--- src/rtl/i2crm_pkg.sv ---
// Package for the I2C register master: request and result payload types
// and bus constants. No dependencies; used by i2c_register_master_unit.
package i2crm_pkg;

	typedef struct packed {
		logic       start_request;
		logic       read_not_write;
		logic [6:0] device_id;
		logic [7:0] register_address;
		logic [7:0] byte_count;
		logic [7:0] write_byte;
		logic       sda_sample;
	} req_t;

	typedef struct packed {
		logic       scl_level;
		logic       sda_pull_low;
		logic       busy_res;
		logic [7:0] byte_position;
		logic [7:0] read_byte;
		logic       read_valid;
		logic       done_res;
		logic       nack_error;
	} res_t;

	localparam logic [3:0] ACK_POLLS_RESET = 4'd2;
	localparam logic [3:0] POLL_MAX        = 4'd15;
	localparam logic [2:0] LAST_BIT        = 3'd7;

endpackage

--- src/rtl/i2c_register_master_unit.sv ---
// I2C register master: tick-driven bit sequencer with a registered result.
// Depends on i2crm_pkg for the request and result payload types.
//
// Accepts one request per cycle while the result register is empty or being
// read; the sequencer state and the result register both update in the
// accepting cycle, and the registered result decouples the two sides.
// Reset clears the sequencer to idle, ack_polls to 2.
module i2c_register_master_unit
	import i2crm_pkg::*;
(
	input  logic       clk,
	input  logic       arst_n,
	input  logic       req_valid,
	output logic       req_ready,
	input  req_t       req_data,
	output logic       res_valid,
	input  logic       res_ready,
	output res_t       res_data,
	input  logic       cfg_we,
	input  logic [3:0] cfg_wdata
);

	typedef enum logic [3:0] {
		PH_IDLE, PH_START, PH_TX_IDW, PH_ACK_IDW, PH_TX_REG, PH_ACK_REG,
		PH_TX_DAT, PH_ACK_DAT, PH_RESTART, PH_TX_IDR, PH_ACK_IDR, PH_RX,
		PH_MACK, PH_STOP_OK, PH_STOP_ERR
	} phase_t;

	phase_t     phase_q, n_phase;
	logic [1:0] tib_q, n_tib;
	logic [2:0] bitc_q, n_bitc;
	logic [7:0] shift_q, n_shift;
	logic [7:0] bytec_q, n_bytec;
	logic [3:0] poll_q, n_poll;
	logic       rd_q, n_rd;
	logic [6:0] id_q, n_id;
	logic [7:0] reg_q, n_reg;
	logic [7:0] cnt_q, n_cnt;
	logic [3:0] ack_polls_q;
	logic       res_valid_q;
	res_t       res_q, res_d;

	logic       accept;
	logic [7:0] sh;
	logic [7:0] cnt_eff;
	logic [3:0] limit;
	logic [3:0] poll_inc;
	logic       last;
	logic       tx_done;

	assign req_ready = !res_valid_q || res_ready;
	assign accept    = req_valid && req_ready;
	assign res_valid = res_valid_q;
	assign res_data  = res_q;

	assign cnt_eff  = (cnt_q == 8'd0) ? 8'd1 : cnt_q;
	assign limit    = (ack_polls_q == 4'd0) ? 4'd1 : ack_polls_q;
	assign poll_inc = (poll_q < POLL_MAX) ? poll_q + 4'd1 : poll_q;
	assign last     = ({1'b0, bytec_q} + 9'd1) >= {1'b0, cnt_eff};
	// A written data byte is taken from the request on its first tick.
	assign sh = (phase_q == PH_TX_DAT && bitc_q == 3'd0 && tib_q == 2'd0) ?
		req_data.write_byte : shift_q;

	always_comb begin
		n_phase = phase_q;
		n_tib   = tib_q;
		n_bitc  = bitc_q;
		n_shift = shift_q;
		n_bytec = bytec_q;
		n_poll  = poll_q;
		n_rd    = rd_q;
		n_id    = id_q;
		n_reg   = reg_q;
		n_cnt   = cnt_q;
		tx_done = 1'b0;
		res_d = '0;
		res_d.scl_level = 1'b1;
		res_d.busy_res  = 1'b1;

		unique case (phase_q)
			PH_IDLE: begin
				res_d.busy_res = 1'b0;
				if (req_data.start_request) begin
					n_rd    = req_data.read_not_write;
					n_id    = req_data.device_id;
					n_reg   = req_data.register_address;
					n_cnt   = req_data.byte_count;
					n_bytec = 8'd0;
					n_poll  = 4'd0;
					n_tib   = 2'd0;
					n_bitc  = 3'd0;
					n_phase = PH_START;
					res_d.busy_res = 1'b1;
				end
			end
			PH_START: begin
				res_d.sda_pull_low = 1'b1;
				n_shift = {id_q, 1'b0};
				n_bitc  = 3'd0;
				n_tib   = 2'd0;
				n_phase = PH_TX_IDW;
			end
			PH_TX_IDW, PH_TX_REG, PH_TX_IDR, PH_TX_DAT: begin
				res_d.sda_pull_low = ~sh[7];
				n_shift = sh;
				unique case (tib_q)
					2'd0: begin
						res_d.scl_level = 1'b0;
						n_tib = 2'd1;
					end
					2'd1: begin
						n_tib = 2'd2;
					end
					default: begin
						res_d.scl_level = 1'b0;
						n_tib   = 2'd0;
						n_shift = {sh[6:0], 1'b0};
						if (bitc_q >= LAST_BIT) begin
							n_bitc  = 3'd0;
							tx_done = 1'b1;
						end else begin
							n_bitc = bitc_q + 3'd1;
						end
					end
				endcase
				if (tx_done) begin
					unique case (phase_q)
						PH_TX_IDW: n_phase = PH_ACK_IDW;
						PH_TX_REG: n_phase = PH_ACK_REG;
						PH_TX_IDR: n_phase = PH_ACK_IDR;
						default:   n_phase = PH_ACK_DAT;
					endcase
				end
			end
			PH_ACK_IDW, PH_ACK_REG, PH_ACK_DAT, PH_ACK_IDR: begin
				unique case (tib_q)
					2'd0: begin
						res_d.scl_level = 1'b0;
						if (!req_data.sda_sample) begin
							n_tib  = 2'd1;
							n_poll = 4'd0;
						end else if (poll_inc >= limit) begin
							n_poll  = 4'd0;
							n_tib   = 2'd0;
							n_phase = PH_STOP_ERR;
						end else begin
							n_poll = poll_inc;
						end
					end
					2'd1: begin
						n_tib = 2'd2;
					end
					default: begin
						res_d.scl_level = 1'b0;
						n_tib  = 2'd0;
						n_bitc = 3'd0;
						unique case (phase_q)
							PH_ACK_IDW: begin
								n_shift = reg_q;
								n_phase = PH_TX_REG;
							end
							PH_ACK_REG: begin
								n_bytec = 8'd0;
								n_bitc  = bitc_q;
								if (rd_q) begin
									n_phase = PH_RESTART;
								end else begin
									n_bitc  = 3'd0;
									n_shift = 8'd0;
									n_phase = PH_TX_DAT;
								end
							end
							PH_ACK_DAT: begin
								if (last) begin
									n_bitc  = bitc_q;
									n_phase = PH_STOP_OK;
								end else begin
									n_bytec = bytec_q + 8'd1;
									n_shift = 8'd0;
									n_phase = PH_TX_DAT;
								end
							end
							default: begin
								n_shift = 8'd0;
								n_phase = PH_RX;
							end
						endcase
					end
				endcase
			end
			PH_RESTART: begin
				unique case (tib_q)
					2'd0: begin
						res_d.scl_level = 1'b0;
						n_tib = 2'd1;
					end
					2'd1: begin
						n_tib = 2'd2;
					end
					default: begin
						res_d.sda_pull_low = 1'b1;
						n_shift = {id_q, 1'b1};
						n_bitc  = 3'd0;
						n_tib   = 2'd0;
						n_phase = PH_TX_IDR;
					end
				endcase
			end
			PH_RX: begin
				unique case (tib_q)
					2'd0: begin
						res_d.scl_level = 1'b0;
						n_tib = 2'd1;
					end
					2'd1: begin
						n_shift = {shift_q[6:0], req_data.sda_sample};
						n_tib   = 2'd2;
					end
					default: begin
						res_d.scl_level = 1'b0;
						n_tib = 2'd0;
						if (bitc_q >= LAST_BIT) begin
							n_bitc = 3'd0;
							res_d.read_byte  = shift_q;
							res_d.read_valid = 1'b1;
							n_phase = PH_MACK;
						end else begin
							n_bitc = bitc_q + 3'd1;
						end
					end
				endcase
			end
			PH_MACK: begin
				// The master acknowledges every byte but the last one.
				res_d.sda_pull_low = ~last;
				unique case (tib_q)
					2'd0: begin
						res_d.scl_level = 1'b0;
						n_tib = 2'd1;
					end
					2'd1: begin
						n_tib = 2'd2;
					end
					default: begin
						res_d.scl_level = 1'b0;
						n_tib = 2'd0;
						if (last) begin
							n_phase = PH_STOP_OK;
						end else begin
							n_bytec = bytec_q + 8'd1;
							n_shift = 8'd0;
							n_bitc  = 3'd0;
							n_phase = PH_RX;
						end
					end
				endcase
			end
			PH_STOP_OK, PH_STOP_ERR: begin
				unique case (tib_q)
					2'd0: begin
						res_d.scl_level    = 1'b0;
						res_d.sda_pull_low = 1'b1;
						n_tib = 2'd1;
					end
					2'd1: begin
						res_d.sda_pull_low = 1'b1;
						n_tib = 2'd2;
					end
					default: begin
						res_d.done_res   = 1'b1;
						res_d.nack_error = (phase_q == PH_STOP_ERR);
						n_tib   = 2'd0;
						n_phase = PH_IDLE;
					end
				endcase
			end
			default: begin
				res_d.busy_res = 1'b0;
				n_tib   = 2'd0;
				n_phase = PH_IDLE;
			end
		endcase
		res_d.byte_position = n_bytec;
	end

	always_ff @(posedge clk or negedge arst_n) begin
		if (!arst_n) begin
			phase_q     <= PH_IDLE;
			tib_q       <= 2'd0;
			bitc_q      <= 3'd0;
			shift_q     <= 8'd0;
			bytec_q     <= 8'd0;
			poll_q      <= 4'd0;
			rd_q        <= 1'b0;
			id_q        <= 7'd0;
			reg_q       <= 8'd0;
			cnt_q       <= 8'd0;
			ack_polls_q <= ACK_POLLS_RESET;
			res_valid_q <= 1'b0;
		end else begin
			if (cfg_we) begin
				ack_polls_q <= cfg_wdata;
			end
			if (accept) begin
				phase_q     <= n_phase;
				tib_q       <= n_tib;
				bitc_q      <= n_bitc;
				shift_q     <= n_shift;
				bytec_q     <= n_bytec;
				poll_q      <= n_poll;
				rd_q        <= n_rd;
				id_q        <= n_id;
				reg_q       <= n_reg;
				cnt_q       <= n_cnt;
				res_valid_q <= 1'b1;
			end else if (res_ready) begin
				res_valid_q <= 1'b0;
			end
		end
	end

	always_ff @(posedge clk) begin
		if (accept) begin
			res_q <= res_d;
		end
	end

	// The sequencer never uses the fourth tick code.
	a_tib_range: assert property (@(posedge clk) disable iff (!arst_n)
		tib_q != 2'd3)
		else $error("tick counter reached an unused code");

	a_done_busy: assert property (@(posedge clk) disable iff (!arst_n)
		res_valid_q && res_q.done_res |-> res_q.busy_res && phase_q == PH_IDLE)
		else $error("done reported outside the end of a transaction");

	a_nack_done: assert property (@(posedge clk) disable iff (!arst_n)
		res_valid_q && res_q.nack_error |-> res_q.done_res)
		else $error("nack flagged without done");

	a_rx_bus: assert property (@(posedge clk) disable iff (!arst_n)
		res_valid_q && res_q.read_valid |-> !res_q.scl_level && !res_q.sda_pull_low
			&& phase_q == PH_MACK)
		else $error("read byte delivered with the bus in the wrong state");

	a_idle_quiet: assert property (@(posedge clk) disable iff (!arst_n)
		accept && phase_q == PH_IDLE && !req_data.start_request |=> !res_q.busy_res)
		else $error("idle request without start reported busy");

endmodule

--- config.mk ---
export PLATFORM = sky130hd
export DESIGN_NAME = i2c_register_master_unit
export DESIGN_NICKNAME = d
export VERILOG_FILES = /design/src/rtl/i2crm_pkg.sv /design/src/rtl/i2c_register_master_unit.sv
export SDC_FILE = /design/constraint.sdc
export NUM_CORES = 1
export LEC_CHECK = 0
export ABC_AREA = 1
export BUFFER_PORTS_ARGS = -buffer_cell sky130_fd_sc_hd__buf_2
export CAP_MARGIN = 10
export CORE_MARGIN = 4
export CORE_UTILIZATION = 40
export CTS_BUF_LIST = sky130_fd_sc_hd__clkbuf_16
export DETAILED_ROUTE_END_ITERATION = 6
export PLACE_DENSITY = 0.72
export SYNTH_ARGS = -nofsm -noshare
export SYNTH_HDL_FRONTEND = slang
export SYNTH_SLANG_ARGS = --single-unit
--- constraint.sdc ---
create_clock -name clk -period 2.9 [get_ports clk]
set_clock_uncertainty 0.2 [all_clocks]
set_input_delay 0.435 -clock clk [delete_from_list [all_inputs] [get_ports clk]]
set_output_delay 0.435 -clock clk [all_outputs]
set_load 0.05 [all_outputs]
======== Yosys cells after proc, flatten, opt, wreduce, memory -nomap -nowiden ========
Index checks and enable logic that the tools add are counted.
W data, S select, Z words.
storage, ports and cells
  register bits ........................... 80
  bits in latches ......................... 0
  bits in writable memories ............... 0
  memory bits (read-only) ................. 0
  output and inout bits ................... 24
  word-level logic and storage cells ...... 167
  memories kept ........................... 0
operators by class
  $add $sub $neg .......................... 4
  multipliers ............................. 0
  divide/modulo/power cells ............... 0
  order comparisons ....................... 4
  equal/unequal tests ..................... 31
  shift-type cells ........................ 0
  multiplexer cells ....................... 71
  bitwise logic cells ..................... 5
  reduce and logical (&&, ||, !) cells .... 32
operator list
  cell                   count
  $mux W8                13
  $mux W4                17
  $pmux W8 S3            2
  $pmux W8 S6            1
  $pmux W4 S8            1
  $eq A4 B4 Y1 const B   7
  $mux W3                9
  $pmux W4 S3            2
  $ne A2 B2 Y1 const B   10
  $pmux W3 S6            1
  $eq A4 B3 Y1 const B   4
  $pmux W4 S2            2
  $pmux W8 S2            1
  $reduce_or A14 Y1      1
  $reduce_bool A6 Y1     2
  $reduce_or A4 Y1       3
  $mux W1                11
  $reduce_and A11 Y1     1
  $reduce_or A10 Y1      1
  $add A8 B1 Y9 const B  1
  $ge A9 B8 Y1           1
  $ne A3 B3 Y1 const B   3
  $reduce_or A3 Y1       3
  $reduce_or A9 Y1       1
  other kinds (32)       49

======== Longest topological paths before layout ========
Gate-level depths: netlist of the first run.
  depth after elaboration ................. 7
  mapped depth ............................ 21
  gate-level depth less buffers ........... 20

======== Least setup slack after synthesis of the first run ========
OpenSTA, ideal clock, no wires.
  path type ............................... register to register
  start point ............................. register bytec_q[0]
  end point ............................... register res_q (netlist bit res_data[11]), data pin
  setup time .............................. 0.267 ns
  data arrival time ....................... 2.295 ns
  required time ........................... 2.433 ns
  slack ................................... 0.138 ns
  stages on the path, launching flop included .. 17
  path through ............................ dfrtp_1 -> ha_1 -> nand3_1 -> nor2_1 -> xor2_1 -> inv_1 -> ha_1 -> nand2_1 -> inv_1 -> nand2_1 -> nand2_1 -> nand2_1 -> nand2_2 -> buf_4 -> nand2_1 -> nand3_1 -> nand3_1
on the way
  cells in the longest elaborated chain, start to end .. 6
  elaborated cells on any way between the ends .. 9
ends and longest elaborated chain
  item                    RTL line                                                          RTL
  start, declared         i2c_register_master_unit.sv:33                                    logic [7:0] bytec_q, n_bytec;
  start signal, assigned  i2c_register_master_unit.sv:309                                   bytec_q <= n_bytec;
  $add A8 B1 Y9           i2c_register_master_unit.sv:59                                    assign last = ({1'b0, bytec_q} + 9'd1) >= {1'b0, cnt_eff};
  $ge A9 B8 Y1            i2c_register_master_unit.sv:59
  $mux W8                 i2c_register_master_unit.sv:174, i2c_register_master_unit.sv:247
  $pmux W8 S2             i2c_register_master_unit.sv:157                                   unique case (phase_q)
  $mux W8                 i2c_register_master_unit.sv:136                                   unique case (tib_q)
  $pmux W8 S3 (*)         i2c_register_master_unit.sv:80                                    unique case (phase_q)
  net n_bytec[0]          i2c_register_master_unit.sv:33
  end signal, assigned    i2c_register_master_unit.sv:324                                   res_q <= res_d;
  end, declared           i2c_register_master_unit.sv:41                                    res_t res_q, res_d;
Mark *: on every way through the listed nets, which the timed path passes. The rest lies on a longest branch.
A chain may end at the register's enable or synchronous reset.

======== Worst setup path after layout of the first run ========
  start point ............................. register bytec_q[0]
  end point ............................... register shift_q[4]
on the way
  cells in the longest elaborated chain, start to end .. 6
  elaborated cells on any way between the ends .. 7
ends and longest elaborated chain
  item                  RTL line                         RTL
  $add A8 B1 Y9 (*)     i2c_register_master_unit.sv:59
  $ge A9 B8 Y1 (*)      i2c_register_master_unit.sv:59
  $mux W8 (*)           --
  $pmux W8 S3           --
  $mux W8               --
  $pmux W8 S6 (*)       --
  end signal, assigned  i2c_register_master_unit.sv:308  shift_q <= n_shift;
  end, declared         i2c_register_master_unit.sv:32   logic [7:0] shift_q, n_shift;
Mark *: on every way between the ends. The rest lies on a longest branch, timed or not. The select of a mux whose other input is x is not followed.

==> impl_summary.txt, run 1 <==
----------------------------------------------------
[STA]
  Peak clock frequency supported by timing ... approximately 370 MHz
  Transition time at the pin with the least slew margin ... 0.555 ns
  Post-route setup TNS ... 0 ns
  Count of final hold-check violations ... 0
  Hold slack final ... roughly 0.10 ns
  Number of setup violations in the final report ... 0
  Final worst path period share ... between 90 and 100%
  Minimum clock period ... ~2.7 ns
  Worst slew slack as a fraction of its limit ... between 60% and 70%
  Pins over their slew limit ... 0

[Logic synthesis]
  Cell variety after synth ... 42
  Net count after synthesis ... 728
  Dominant cells by area after synthesis ... sky130_fd_sc_hd__dfrtp_1 (29%), sky130_fd_sc_hd__nand2_1 (16%), sky130_fd_sc_hd__edfxtp_1 (13%)
  Post-synth EDFFs ... 22
  Cell taking the most area after synthesis ... sky130_fd_sc_hd__dfrtp_1
  Synthesis-stage register bit count ... 80
  Sequential cell area fraction in the yosys report ... between 40% and 50%
  Area share of the largest cell type after synthesis ... between 20% and 30%
  Post-synth top flop ... sky130_fd_sc_hd__dfrtp_1
  Yosys warns ... 0
  Post-synthesis async set-or-reset flop share ... 72.5%
  Average instance area after synthesis ... roughly 7.5 µm²
  Post-Synthesis Cells ... about 670
  Synth Cell Area ... between 4000 and 5000 µm²

[Clock tree]
  TritonCTS clock tree ... done
  Max H-tree Level ... 3
  Library cell used as clock root buffer ... sky130_fd_sc_hd__clkbuf_16
  Clock-pin slew on the worst setup and hold paths ... 0.06 ns
  Clock tree sinks ... 80
  Clock tree buffer depth ... 2
  Number of clock buffers inserted by TritonCTS ... 9
  Later-pin clock latency in the skew report ... 0.34 ns

[Min path]
  Hold/Removal Path Class ... in2reg
  Hold Crit Depth ... 3
  Startpoint of the most critical hold path ... cfg_wdata[0]
  End point of the most critical hold path ... ack_polls_q[0]$_DFFE_PN0P_

[Pwr]
  Pwr Total ... roughly 5.2 mW
  Power density over cell area ... around 870 nW/µm²
  Peak supply drop ... 0.000329 V
  Static leakage ... a little over 3 nW

[Place]
  Global placer's final weighted congestion ... just over 0.9
  # port buffers ... between 60 and 70
  Post-detailed-placement cell area ... 5610 µm²
  Cell count after placement ... 907
  HPWL Detailed ... ~9.1 mm

[Drt]
  Wire length per cell ... 13.3 µm
  Antenna viol nets, final ... 0
  Via count ... 4,557
  Aggregate routed wire length ... roughly 12 mm
  Via density ... just under 5
  DRC ... 0
  Drt first pass iters ... 5
  Number of DRC violations after detailed-routing iteration 0 ... about 260

[Critical path]
  Critical Path End Type ... flop
  R2r worst-path depth ... 15
  CP startpoint kind ... flop
  Worst reg2reg path endpoint ... shift_q[4]$_DFFE_PN0P_
  Worst Path Class, Setup ... reg2reg
  Launch point of the worst reg-to-reg path ... bytec_q[0]$_DFFE_PN0P_
  Arrival time reported for the critical path endpoint ... 2.74 ns
  Worst Path Max Fanout ... 9
  Required time reported for the critical path endpoint ... 2.92 ns
  Internal reg-to-reg setup slack ... about 0.17 ns

[Final layout]
  Nets@finish ... 814
  Most frequent cells in the layout ... sky130_fd_sc_hd__nand2_1 (206), sky130_fd_sc_hd__inv_1 (75), sky130_fd_sc_hd__buf_2 (66)
  Layout Area Growth over Synthesis ... 19.1%
  Proportion of layout cells with a drive suffix above 1 ... around 23%
  Diodes inserted ... 0
  Fin area ... slightly below 6000 µm²
  Finished Layout Cells ... just over 900
  Most frequent standard cell in the layout excluding fill and tap cells ... sky130_fd_sc_hd__nand2_1

[Global routing]
  Maximum number of pins on one net before global-route repair ... around 60
  First-pass GRT wire length ... slightly above 20 mm
  Residual overflow from global routing ... 0
  Antenna violations before repair ... 0
  Overall track demand over capacity in global routing ... 17.9%
  Number of global-route vias before repair ... between 4,000 and 5,000

[Floorplan]
  Initial cell density of the core ... 41.2%
  Rows ... 40
  Die area ... about 14,000 µm²
  I/O pin count ... 67
  Die Ht ... roughly 120 µm
  Chip Width ... about 120 µm
  Core ar. ... 12,100 µm²

[Status]
  Run status ... completed

[Run]
  Max capacitance violation total ... 0

----------------------------------------------------
## layer usage
metal,track usage (%),part of all wire [%],vias to the layer above
met5,0,0,-
li1,-,-,2339
met1,23.6,47,2051
met3,2.40,4.7,27
met2,29.3,46,140
met4,8.16,2.6,0
## cell usage after synthesis, types with 10 or more instances
cell type                  count
sky130_fd_sc_hd__o21ai_1      13
sky130_fd_sc_hd__dfrtp_1      57
sky130_fd_sc_hd__nand2_2      12
sky130_fd_sc_hd__mux2_2       13
sky130_fd_sc_hd__nand3_1      38
sky130_fd_sc_hd__nor2_2       10
sky130_fd_sc_hd__ha_1         17
sky130_fd_sc_hd__nor2_1       60
sky130_fd_sc_hd__inv_2        16
sky130_fd_sc_hd__edfxtp_1     22
sky130_fd_sc_hd__a21oi_1      31
sky130_fd_sc_hd__inv_1        74
sky130_fd_sc_hd__o21ai_0      37
sky130_fd_sc_hd__nand2_1     208
## worst max-delay path, cell delays in order, from the launching register on
cell and delay, ns:
sky130_fd_sc_hd__dfrtp_1 0.37, sky130_fd_sc_hd__ha_1 0.21, sky130_fd_sc_hd__nand3_2 0.13, sky130_fd_sc_hd__nor2_2 0.19, sky130_fd_sc_hd__xor2_1 0.21, sky130_fd_sc_hd__inv_1 0.07, sky130_fd_sc_hd__ha_1 0.31, sky130_fd_sc_hd__a21oi_1 0.14
sky130_fd_sc_hd__nand2_1 0.08, sky130_fd_sc_hd__nand2_2 0.09, sky130_fd_sc_hd__nand2_4 0.08, sky130_fd_sc_hd__buf_4 0.18, sky130_fd_sc_hd__nand3_1 0.07, sky130_fd_sc_hd__nand2_1 0.06, sky130_fd_sc_hd__o21ai_1 0.11, sky130_fd_sc_hd__nand2_1 0.09
## final cells by class
| cell class | count | area [µm²] |
|---|---|---|
| multi-input cells | 487 | 2530 |
| flip-flops and latches | 80 | 2110 |
| well taps | 168 | 210 |
| clock buffers | 9 | 225 |
| fillers | 1240 | 6160 |
| repair buffers | 85 | 492 |
| clock inverters | 6 | 28.8 |
| inverters | 91 | 342 |
## flip-flops by register name, indices dropped and copies added, names as in the netlist, 4 cells and up
register	flops
ack_polls_q	4
bytec_q	8
cnt_q	8
id_q	7
phase_q	4
poll_q	4
reg_q	8
res_data	22
shift_q	8
## kinds of logic (layout without fill, tap and decap cells)
kind of cell               count (synthesis)  after routing  share of synthesized area [%]
xor gates and xnor gates                   4              4                          0.702
DFF                                       80             80                           42.3
buffers and inverters                    101            191                           7.79
and+or+nand+nor                          354            354                           30.8
muxes                                     13             13                           2.93
adders and majority gates                 17             17                           4.26
AOI/OAI and AO/OA                         99             99                           11.2
## metrics by stage
stage	setup WS [ns]	util (%)
2_1_floorplan	0.138	-
3_5_place_dp	0.118	46.3
4_1_cts	0.0887	48.5
3_3_place_gp	0.121	46.3
5_1_grt	-0.0196	49.1
6_report	0.174	49.1
## timing repair
item	CTS	global route
buffers inserted	0	3
gates resized for setup	0	13
endpoints found under the hold margin	57	0
endpoints found under the setup margin	0	29
hold buffers	1	0
## report_power, final
part | leakage [nW] | internal (mW) | total [mW] | switching [mW]
sequential | 0.937 | 1.51 | 1.75 | 0.246
clock | 0.127 | 0.562 | 0.995 | 0.434
combinational | 2.05 | 0.810 | 2.45 | 1.64
## how the worst max path moves through the flow
stage,endpoint,from,slack [ns]
2_1_floorplan,res_data[11]$_DFFE_PP_,bytec_q[0]$_DFFE_PN0P_,0.14
3_3_place_gp,shift_q[5]$_DFFE_PN0P_,bytec_q[0]$_DFFE_PN0P_,0.12
3_5_place_dp,bitc_q[1]$_DFFE_PN0P_,bytec_q[0]$_DFFE_PN0P_,0.12
4_1_cts,bitc_q[1]$_DFFE_PN0P_,bytec_q[0]$_DFFE_PN0P_,0.09
5_1_grt,bytec_q[5]$_DFFE_PN0P_,bytec_q[0]$_DFFE_PN0P_,-0.02
6_report,shift_q[4]$_DFFE_PN0P_,bytec_q[0]$_DFFE_PN0P_,0.17
Note: power is estimated with default switching activity, not from simulation.
==> run 2, diff against run 1 <==
--- a/config.mk
+++ b/config.mk
@@ -6,6 +6,7 @@
 export NUM_CORES = 1
 export LEC_CHECK = 0
 export ABC_AREA = 1
+export ABC_CLOCK_PERIOD_IN_PS = 2900
 export BUFFER_PORTS_ARGS = -buffer_cell sky130_fd_sc_hd__buf_2
 export CAP_MARGIN = 10
 export CORE_MARGIN = 4
@@ -13,6 +14,7 @@
 export CTS_BUF_LIST = sky130_fd_sc_hd__clkbuf_16
 export DETAILED_ROUTE_END_ITERATION = 6
 export PLACE_DENSITY = 0.72
+export RECOVER_POWER = 50
 export SYNTH_ARGS = -nofsm -noshare
 export SYNTH_HDL_FRONTEND = slang
 export SYNTH_SLANG_ARGS = --single-unit
==> run 2 against run 1 <==
The run now ends with max-capacitance violations, max-slew violations left. Register-to-register slack hardly changed. Critical path depth stayed put. Final cell count stayed put. Non-clock buffer count stayed put. Critical path type unchanged. Largest cell class unchanged. Highest routed layer unchanged.
==> impl_summary.txt, run 2 (same netlist as run 1, synthesis figures left out) <==
----------------------------------------------------
[Critical path]
  Slowest cell delay on critical path ... 0.37 ns (about the same)
  Critical Path End Type ... flop
  Worst Path Max Fanout ... 9 (unchanged)
  Arrival time reported for the critical path endpoint ... 2.74 ns (about the same)
  Required time reported for the critical path endpoint ... 2.92 ns (about the same)
  Critical-path top delay cell ... sky130_fd_sc_hd__dfrtp_1
  CP startpoint kind ... flop
  Cell-by-cell trace of the critical path ... ha_1, nand3_2, nor2_2, xor2_1, inv_1, ha_1, a21oi_1, nand2_1, nand2_2, nand2_4, buf_4, nand3_1, nand2_1, o21ai_1, nand2_1
  Cell with the most instances on the worst path ... sky130_fd_sc_hd__nand2_1
  Worst Path Class, Setup ... reg2reg

[STA]
  Transition time at the pin with the least slew margin ... 1.50 ns (+0.950 ns)
  Minimum clock period ... 2.73 ns (-0.000244 ns)
  Hold slack final ... 0.102 ns (+0.000264 ns)
  Final setup slack of the worst path ... 0.174 ns (+0.000244 ns)
  Final worst path period share ... 94.0% (about the same)
  Post-route setup TNS ... 0 ns (unchanged)
  Number of setup violations in the final report ... 0 (unchanged)
  Count of final hold-check violations ... 0 (unchanged)
  Pins over their slew limit ... 58 (+58)
  Worst slew slack as a fraction of its limit ... -0.327% (-63 points)
  Peak clock frequency supported by timing ... 367 MHz (about the same)

[Place]
  HPWL Detailed ... 9.06 mm (unchanged)
  Pre-CTS setup slack ... 0.118 ns (unchanged)
  Post-detailed-placement cell area ... 5610 µm² (unchanged)
  Cell count after placement ... 907 (unchanged)
  # port buffers ... 66 (unchanged)
  Global placer's final weighted congestion ... 0.910 (unchanged)

[Floorplan]
  Initial cell density of the core ... 41.2% (unchanged)
  Chip Width ... 120 µm (unchanged)
  Rows ... 40 (unchanged)
  I/O pin count ... 67 (unchanged)
  Die area ... 14,300 µm² (unchanged)
  Core ar. ... 12,100 µm² (unchanged)
  Die Ht ... 120 µm (unchanged)

[Clock tree]
  Clock-pin slew on the worst setup and hold paths ... 0.06 ns (about the same)
  Number of clock buffers inserted by TritonCTS ... 9 (unchanged)
  Max H-tree Level ... 3 (unchanged)
  Clock tree buffer depth ... 2 (unchanged)
  TritonCTS clock tree ... done
  Clock tree sinks ... 80 (unchanged)
  Library cell used as clock root buffer ... sky130_fd_sc_hd__clkbuf_16
  Later-pin clock latency in the skew report ... 0.34 ns (about the same)

[Global routing]
  Overall track demand over capacity in global routing ... 17.9% (unchanged)
  Number of global-route vias before repair ... 4,367 (unchanged)
  First-pass GRT wire length ... 20.8 mm (unchanged)
  Maximum number of pins on one net before global-route repair ... 59 (unchanged)
  Residual overflow from global routing ... 0 (unchanged)
  Antenna violations before repair ... 0 (unchanged)

[Status]
  Violated checks ... max-capacitance violations, max-slew violations
  Run status ... complete, but fails checks

[Final layout]
  Most frequent cells in the layout ... sky130_fd_sc_hd__nand2_1 (206), sky130_fd_sc_hd__inv_1 (75), sky130_fd_sc_hd__nor2_1 (59)
  Most frequent standard cell in the layout excluding fill and tap cells ... sky130_fd_sc_hd__nand2_1
  Fin area ... 5900 µm² (-0.72%)
  Nets@finish ... 814 (unchanged)
  Max reg flops ... 22 (unchanged)
  Proportion of layout cells with a drive suffix above 1 ... 19.7% (-2.9 points)
  Finished Layout Cells ... 926 (unchanged)
  Post-layout utilization of the core ... 48.8% (-0.35 points)
  Diodes inserted ... 0 (unchanged)
  Filler Cell Count ... 1,248 (+0.65%)
  Layout Area Growth over Synthesis ... 18.2%

[Run]
  Max capacitance violation total ... 1 (+1)

[Pwr]
  Pwr Total ... 5.18 mW (-0.32%)
  Power density over cell area ... 878 nW/µm² (+0.40%)
  Peak supply drop ... 0.000329 V (about the same)
  Static leakage ... 3.05 nW (-2.1%)

[Drt]
  Antenna viol nets, final ... 0 (unchanged)
  Number of DRC violations after detailed-routing iteration 0 ... 229 (-13%)
  Aggregate routed wire length ... 12.4 mm (+0.18%)
  Wire length per cell ... 13.3 µm (+0.18%)
  Via density ... 4.91 (-0.20%)
  Via count ... 4,548 (-0.20%)
  DRC ... 0 (unchanged)
  Drt first pass iters ... 5 (unchanged)

[Min path]
  Hold/Removal Path Class ... in2reg

----------------------------------------------------
run 2: cell types whose count changed in the layout (fill, tap and decap cells not counted):
cell | previous run | this run
sky130_fd_sc_hd__clkbuf_1 | 0 | 20
sky130_fd_sc_hd__dfstp_2 | 1 | 0
sky130_fd_sc_hd__nor2_2 | 12 | 11
sky130_fd_sc_hd__nor2_1 | 58 | 59
sky130_fd_sc_hd__dfstp_1 | 0 | 1
sky130_fd_sc_hd__clkbuf_2 | 0 | 1
sky130_fd_sc_hd__buf_2 | 66 | 46
sky130_fd_sc_hd__buf_12 | 1 | 0
run 2: final timing paths:
kind | from | endpoint | slack [ns] | depth (start not counted)
max | bytec_q[0]$_DFFE_PN0P_ | shift_q[4]$_DFFE_PN0P_ | 0.17 | 15
min | cfg_wdata[0] | ack_polls_q[0]$_DFFE_PN0P_ | 0.10 | 3
max reg2reg | bytec_q[0]$_DFFE_PN0P_ | shift_q[4]$_DFFE_PN0P_ | 0.17 | 15
min reg2reg | reg_q[6]$_DFFE_PN0P_ | reg_q[6]$_DFFE_PN0P_ | 0.30 | 1
max in group asynchronous | arst_n | bytec_q[2]$_DFFE_PN0P_ | 0.63 | 3
min in group asynchronous | arst_n | bytec_q[3]$_DFFE_PN0P_ | 0.89 | 3
run 2: what timing repair did:
action | CTS | global route
setup endpoints to repair | 0 | 29
gates resized for setup | 0 | 13
hold buffers | 1 | 0
setup buffers | 0 | 3
hold endpoints to repair | 57 | 0
run 2: where the power goes:
part	total, mW	internal (mW)	switching (mW)
clock	0.994	0.562	0.432
combinational	2.44	0.799	1.64
sequential	1.75	1.51	0.246
total	5.18	2.87	2.32
run 2: worst max-delay path: cells and delay by family, from the launching register on:
kind,cells,cell delay (ns)
adders and majority gates,2,0.52
xor gates and xnor gates,1,0.21
and+or+nand+nor,8,0.79
buffers and inverters,2,0.25
DFF,1,0.37
AOI/OAI and AO/OA,2,0.25
run 2: final cells by class:
type                       count  area, µm²  area share (%)
sequential                    80       2110            35.8
inverter                      91        342            5.79
clock inverter                 6       28.8           0.487
multi-input combinational    487       2530            42.9
tap                          168        210            3.56
timing repair buffer          85        452            7.65
clock buffer                   9        225            3.81
run 2: per-layer routing:
| layer | GRT usage (%) | vias up | routed length (µm) |
|---|---|---|---|
| met5 | 0 | - | 0 |
| met4 | 8.16 | 0 | 292 |
| met3 | 2.40 | 21 | 716 |
| met2 | 29.3 | 151 | 5640 |
| met1 | 23.6 | 2038 | 5710 |
| li1 | - | 2338 | - |
